<file path="src/hdl/simon_pkg.sv">
// simon_pkg: shared types, constants and round functions for the simon 128 core
package simon_pkg;

    // largest round count the key store holds by default
    localparam int MAX_ROUNDS_DEF = 72;

    // rounds per key size
    localparam int ROUNDS_128 = 68;
    localparam int ROUNDS_192 = 69;
    localparam int ROUNDS_256 = 72;

    // z-sequences repeat every 62 bits
    localparam int Z_PERIOD = 62;

    // key schedule constant 2^64 - 4
    localparam logic [63:0] KS_CONST = 64'hffff_ffff_ffff_fffc;

    localparam logic [63:0] Z2_SEQ = 64'h7369_f885_192c_0ef5;
    localparam logic [63:0] Z3_SEQ = 64'hfc2c_e512_07a6_35db;
    localparam logic [63:0] Z4_SEQ = 64'hfdc9_4c3a_046d_678b;

    // key size codes
    localparam logic [1:0] KS_128 = 2'd0;
    localparam logic [1:0] KS_192 = 2'd1;
    localparam logic [1:0] KS_256 = 2'd2;
    localparam logic [1:0] KS_UNDEF = 2'd3;

    // configuration register indexes
    typedef enum logic [2:0] {
        REG_KEY_SIZE  = 3'd0,
        REG_KEY_WORD0 = 3'd1,
        REG_KEY_WORD1 = 3'd2,
        REG_KEY_WORD2 = 3'd3,
        REG_KEY_WORD3 = 3'd4
    } cfg_reg_t;

    // commands from the controller to the datapath
    typedef struct packed {
        logic load_block;   // capture a new block
        logic load_window;  // load the key schedule window from the key words
        logic exp_step;     // advance the key schedule by one word
        logic mem_we;       // write the oldest window word to the key store
        logic rd_en;        // read one round key
        logic round_en;     // apply one round
        logic dir;          // 0 encrypt, 1 decrypt
    } simon_cmd_t;

    // unused code maps to the 256-bit key
    function automatic logic [1:0] size_sel(input logic [1:0] ks);
        logic [1:0] sel;
        sel = (ks == KS_UNDEF) ? KS_256 : ks;
        return sel;
    endfunction

    function automatic logic [63:0] z_seq_of(input logic [1:0] sel);
        logic [63:0] z;
        case (sel)
            KS_128:  z = Z2_SEQ;
            KS_192:  z = Z3_SEQ;
            default: z = Z4_SEQ;
        endcase
        return z;
    endfunction

    function automatic logic [63:0] rotl64(input logic [63:0] v, input int r);
        logic [63:0] o;
        o = (v << r) | (v >> (64 - r));
        return o;
    endfunction

    function automatic logic [63:0] rotr64(input logic [63:0] v, input int r);
        logic [63:0] o;
        o = (v >> r) | (v << (64 - r));
        return o;
    endfunction

    // feistel function f(x) = (x <<< 1 & x <<< 8) ^ x <<< 2
    function automatic logic [63:0] fround(input logic [63:0] x);
        logic [63:0] o;
        o = (rotl64(x, 1) & rotl64(x, 8)) ^ rotl64(x, 2);
        return o;
    endfunction

endpackage

</file>
<file path="src/hdl/simon_ctrl.sv">
// simon_ctrl: sequencer for key expansion and the round loop
module simon_ctrl
    import simon_pkg::*;
#(
    parameter int MAX_ROUNDS = MAX_ROUNDS_DEF,
    parameter int ADDR_W     = $clog2(MAX_ROUNDS),
    parameter int CNT_W      = $clog2(MAX_ROUNDS + 1)
) (
    input  logic              clk,
    input  logic              rst_n,
    input  logic              start,
    input  logic              func,
    input  logic              cfg_load,
    input  logic              cfg_we,
    input  logic [1:0]        key_size,
    output simon_cmd_t        cmd,
    output logic [ADDR_W-1:0] addr,
    output logic              busy,
    output logic              done
);

    // round counts clipped to the store depth
    localparam int R128 = (ROUNDS_128 > MAX_ROUNDS) ? MAX_ROUNDS : ROUNDS_128;
    localparam int R192 = (ROUNDS_192 > MAX_ROUNDS) ? MAX_ROUNDS : ROUNDS_192;
    localparam int R256 = (ROUNDS_256 > MAX_ROUNDS) ? MAX_ROUNDS : ROUNDS_256;

    typedef enum logic [5:0] {
        ST_IDLE   = 6'b000001,
        ST_LOAD   = 6'b000010,
        ST_EXPAND = 6'b000100,
        ST_FETCH  = 6'b001000,
        ST_ROUND  = 6'b010000,
        ST_DONE   = 6'b100000
    } state_t;

    state_t           state_reg, state_next;
    logic [CNT_W-1:0] idx_reg, idx_next;
    logic [CNT_W-1:0] rem_reg, rem_next;
    logic             dir_reg, dir_next;
    logic [CNT_W-1:0] rounds;
    logic [CNT_W-1:0] idx_step;

    // round count of the current key size
    always_comb
    begin
        case (size_sel(key_size))
            KS_128:  rounds = CNT_W'(R128);
            KS_192:  rounds = CNT_W'(R192);
            default: rounds = CNT_W'(R256);
        endcase
    end

    // key address walks up for encryption, down for decryption
    assign idx_step = dir_reg ? (idx_reg - CNT_W'(1)) : (idx_reg + CNT_W'(1));

    // next state and commands
    always_comb
    begin
        state_next = state_reg;
        idx_next   = idx_reg;
        rem_next   = rem_reg;
        dir_next   = dir_reg;
        cmd        = '0;
        cmd.dir    = dir_reg;
        done       = 1'b0;
        if (cfg_load)
        begin
            state_next = ST_LOAD;
        end
        else
        begin
            case (state_reg)
                ST_IDLE:
                begin
                    if (start && !cfg_we)
                    begin
                        cmd.load_block = 1'b1;
                        dir_next       = func;
                        rem_next       = rounds;
                        idx_next       = func ? (rounds - CNT_W'(1)) : '0;
                        state_next     = ST_FETCH;
                    end
                end
                ST_LOAD:
                begin
                    cmd.load_window = 1'b1;
                    idx_next        = '0;
                    state_next      = ST_EXPAND;
                end
                ST_EXPAND:
                begin
                    cmd.mem_we   = 1'b1;
                    cmd.exp_step = 1'b1;
                    if (idx_reg == CNT_W'(MAX_ROUNDS - 1))
                    begin
                        state_next = ST_IDLE;
                    end
                    else
                    begin
                        idx_next = idx_reg + CNT_W'(1);
                    end
                end
                ST_FETCH:
                begin
                    cmd.rd_en  = 1'b1;
                    idx_next   = idx_step;
                    state_next = ST_ROUND;
                end
                ST_ROUND:
                begin
                    cmd.round_en = 1'b1;
                    rem_next     = rem_reg - CNT_W'(1);
                    if (rem_reg > CNT_W'(1))
                    begin
                        cmd.rd_en = 1'b1;
                        idx_next  = idx_step;
                    end
                    else
                    begin
                        state_next = ST_DONE;
                    end
                end
                ST_DONE:
                begin
                    done       = 1'b1;
                    state_next = ST_IDLE;
                end
                default:
                begin
                    state_next = ST_IDLE;
                end
            endcase
        end
    end

    assign addr = idx_reg[ADDR_W-1:0];
    assign busy = (state_reg != ST_IDLE) || cfg_we;

    // state registers
    always_ff @(posedge clk or negedge rst_n)
    begin
        if (!rst_n)
        begin
            state_reg <= ST_IDLE;
            idx_reg   <= '0;
            rem_reg   <= '0;
            dir_reg   <= 1'b0;
        end
        else
        begin
            state_reg <= state_next;
            idx_reg   <= idx_next;
            rem_reg   <= rem_next;
            dir_reg   <= dir_next;
        end
    end

endmodule

</file>
<file path="config.mk">
export PLATFORM = sky130hd
export DESIGN_NAME = simon_ctrl
export DESIGN_NICKNAME = d
export VERILOG_FILES = /design/src/hdl/simon_pkg.sv /design/src/hdl/simon_ctrl.sv
export SDC_FILE = /design/constraint.sdc
export NUM_CORES = 1
export LEC_CHECK = 0
export ABC_CLOCK_PERIOD_IN_PS = 3700
export BUFFER_PORTS_ARGS = -buffer_cell sky130_fd_sc_hd__buf_2
export CAP_MARGIN = 20
export CORE_UTILIZATION = 61
export CTS_CLUSTER_SIZE = 20
export DETAILED_ROUTE_END_ITERATION = 7
export HOLD_SLACK_MARGIN = 0.06
export PLACE_DENSITY = 0.85
export SETUP_SLACK_MARGIN = 0.05
export SYNTH_ARGS = -nofsm -noshare
export SYNTH_HDL_FRONTEND = slang
export SYNTH_SLANG_ARGS = --single-unit
</file>
<file path="constraint.sdc">
create_clock -name clk -period 3.7 [get_ports clk]
set_input_delay 0.74 -clock clk [delete_from_list [all_inputs] [get_ports clk]]
set_output_delay 0.74 -clock clk [all_outputs]
set_load 0.005 [all_outputs]
</file>
==> metrics.cfg <==
[placement]
routabilityCongestion = 0.904
port_buffers = 23
dpl.hpwl_microns = 2820

[route]
avgRoutedWirePerCell_microns = 16.8
ant_nets = 0
drc = 0
first_iter_violations = 48
post_drt_via_cell_ratio = 6.52
routed_wl_microns = 3760
vias = 1461
drtPass1Iterations = 4

[yosys]
async_flop_share_pct = 100
synthesis.area_sq_mm = 0.00156
yosysSeqAreaShare_pct = 33.7
synth_cell_types = 50
synthAdderAreaFrac_pct = 3.21
yosys.area.top_type = dfrtp_1
ys_top_cells_by_count = nor2_1, dfrtp_1, o21ai_0
synth.most_common_cell = nor2_1
synth_compound_area_share_pct = 23.1
yosys_warnings = 0
postSynthAreaPerCell_sq_um = 8.44
synth_top_family_by_area = simple AND/OR/NAND/NOR gates
netlist.area_leader.share_pct = 32.1
synthXorXnorAreaFrac_pct = 5.61
synth_ff_type = dfrtp_1
syn-instance-count = 185
synthMuxAreaShare_pct = 0.721
synth-edff-count = 0
yosys.area_share.simple_pct = 26.8
syn-num-nets = 197
netlist_top_cells_area = dfrtp_1, nor2_1, o21ai_0, xnor2_1, ha_1
ys_ff_latch = 21

[cts]
cts_hold_buf = 0
root_buffer = clkbuf_4
cts_made_buffers = 3
clock_latency_ps = 310
path_clk_slew_ps = 120
htree_levels = 1
cts_max_path_buffers = 2
cts_sinks = 21
postCtsSetupBuffers = 0
ctsResizeCount = 0
cts_tree = yes

[die]
chipHeight_microns = 52.6
top_level_ports = 24
initial_core_util_pct = 67.4
die_w_microns = 52.6
core_area_sq_mm = 0.00232
die-area_sq_mm = 0.00277
num_rows = 17

[hold_path]
worstHoldPathType = input port to asynchronous set/reset pin

[setup_path]
critPathMaxFanout = 13
r2r-end = addr[6]
critical_path_class = flip-flop to output pin
crit_chain = nor4_1 -> nand4b_1 -> nor2_1 -> buf_2
crit_arrival_ps = 2340
required_ps = 2960
ff2ff_path_depth = 6
cp-start-kind = flip-flop
critPathSlowestCell = nor4_1
timing.rr.start = state_reg[1]
slowest_delay_ps = 580
end_kind = output pin
rrSetupSlack_ps = 1110

[sta]
tightest_slew_ps = 680
rsz0062_at_grt = no
setup_violations = 0
fin_crit_sh_pct = 83.2
maxSlewViolCount = 0
skew_ps = 1.57
fin_crit_ps = 3080
hold_viol_final = 0
max_freq_ghz = 0.325
tns_ps = 0
relSlewSlack_pct = 54.3

[power_and_ir_drop]
ir_drop_mv = 0.289
powerDensity_mw_per_mm2 = 435
p_leak_nw = 0.728

[grt]
grt_pass1_vias = 1336
grtUsageMet1_pct = 39.1
busiest_layer = met2
grt_max_degree = 22
antenna_found_initial = 0
grt-ovfl-total = 0
grt_usage_pct = 31.1
grt_use_met2_pct = 54.6
grt_first_pass_wirelength_microns = 6220
use_met3_pct = 4.06

[final_layout]
antenna_cells = 0
final_util_pct = 71.6
syn2layout_area_growth_pct = 6.25
final_layout_size_suffix_gt1_share_pct = 18.4
finalNetCount = 209

[run]
drv_cap = 0

[run_status]
status = completed

==> power by group <==
group | internal, mW | leakage, nW | switching [mW]
registers | 0.277 | 0.268 | 0.0790
clock network | 0.0404 | 0.0177 | 0.0735
logic | 0.114 | 0.442 | 0.138
==> worst max path at each step <==
stage            startpoint     end  slack [ps]
2_1_floorplan  state_reg[0]  cmd[2]        1210
3_3_place_gp   state_reg[1]  cmd[2]        1080
3_5_place_dp   state_reg[2]  cmd[6]        1010
4_1_cts        state_reg[2]  cmd[6]         670
5_1_grt        state_reg[2]  cmd[6]         440
6_report       state_reg[2]  cmd[6]         620
==> cells by family after synthesis <==
kind of cell	count (synthesis)
xor gates and xnor gates	10
AOI/OAI and AO/OA	51
DFF	21
muxes	1
and+or+nand+nor	75
adders and majority gates	4
buffers and inverters	23
==> routing by layer <==
layer / routed length, microns / share of wire [%]
met1: 1560 / 41
met2: 1900 / 50
met3: 257 / 6.8
met4: 51 / 1.4
met5: 0 / 0
==> cells in the final DEF, fill, tap and decap left out, types with 3 or more instances in the layout <==
cell type,count
nand2b_1,3
clkbuf_4,3
nand2_1,8
o31ai_1,3
nand3_1,10
inv_1,7
xor2_1,3
nor2b_1,6
ha_1,4
o21ai_0,13
nor3_1,8
nor2_1,21
dfrtp_1,20
buf_2,23
and3_1,4
o22ai_1,3
xnor2_1,7
a21oi_1,9
a22o_1,3
==> per-stage QoR <==
stage	hold slack [ps]	cells	cell area, sq um	total power [mW]	setup WS [ps]
floorplan	444	185	1560	0.535	1210
global placement	534	220	1630	0.593	1080
detailed placement	526	220	1630	0.610	1010
CTS	383	224	1660	0.726	666
global route	401	224	1660	0.780	436
finish	374	224	1660	0.722	621
==> area by class of cell <==
cell class,count,area (sq um)
multi-input cells,141,928
fillers,199,659
flip-flops and latches,21,527
repair buffers,23,115
well taps,28,35.0
inverters,7,26.3
clock buffers,3,22.5
clock inverters,1,5.00
==> worst max-delay path: cells and delay by family, from the launching register on <==
| family | cells | cell delay (ps) |
|---|---|---|
| buffers and inverters | 1 | 180 |
| and+or+nand+nor | 3 | 1300 |
| DFF | 1 | 540 |
(Power assumes the default switching activity.)
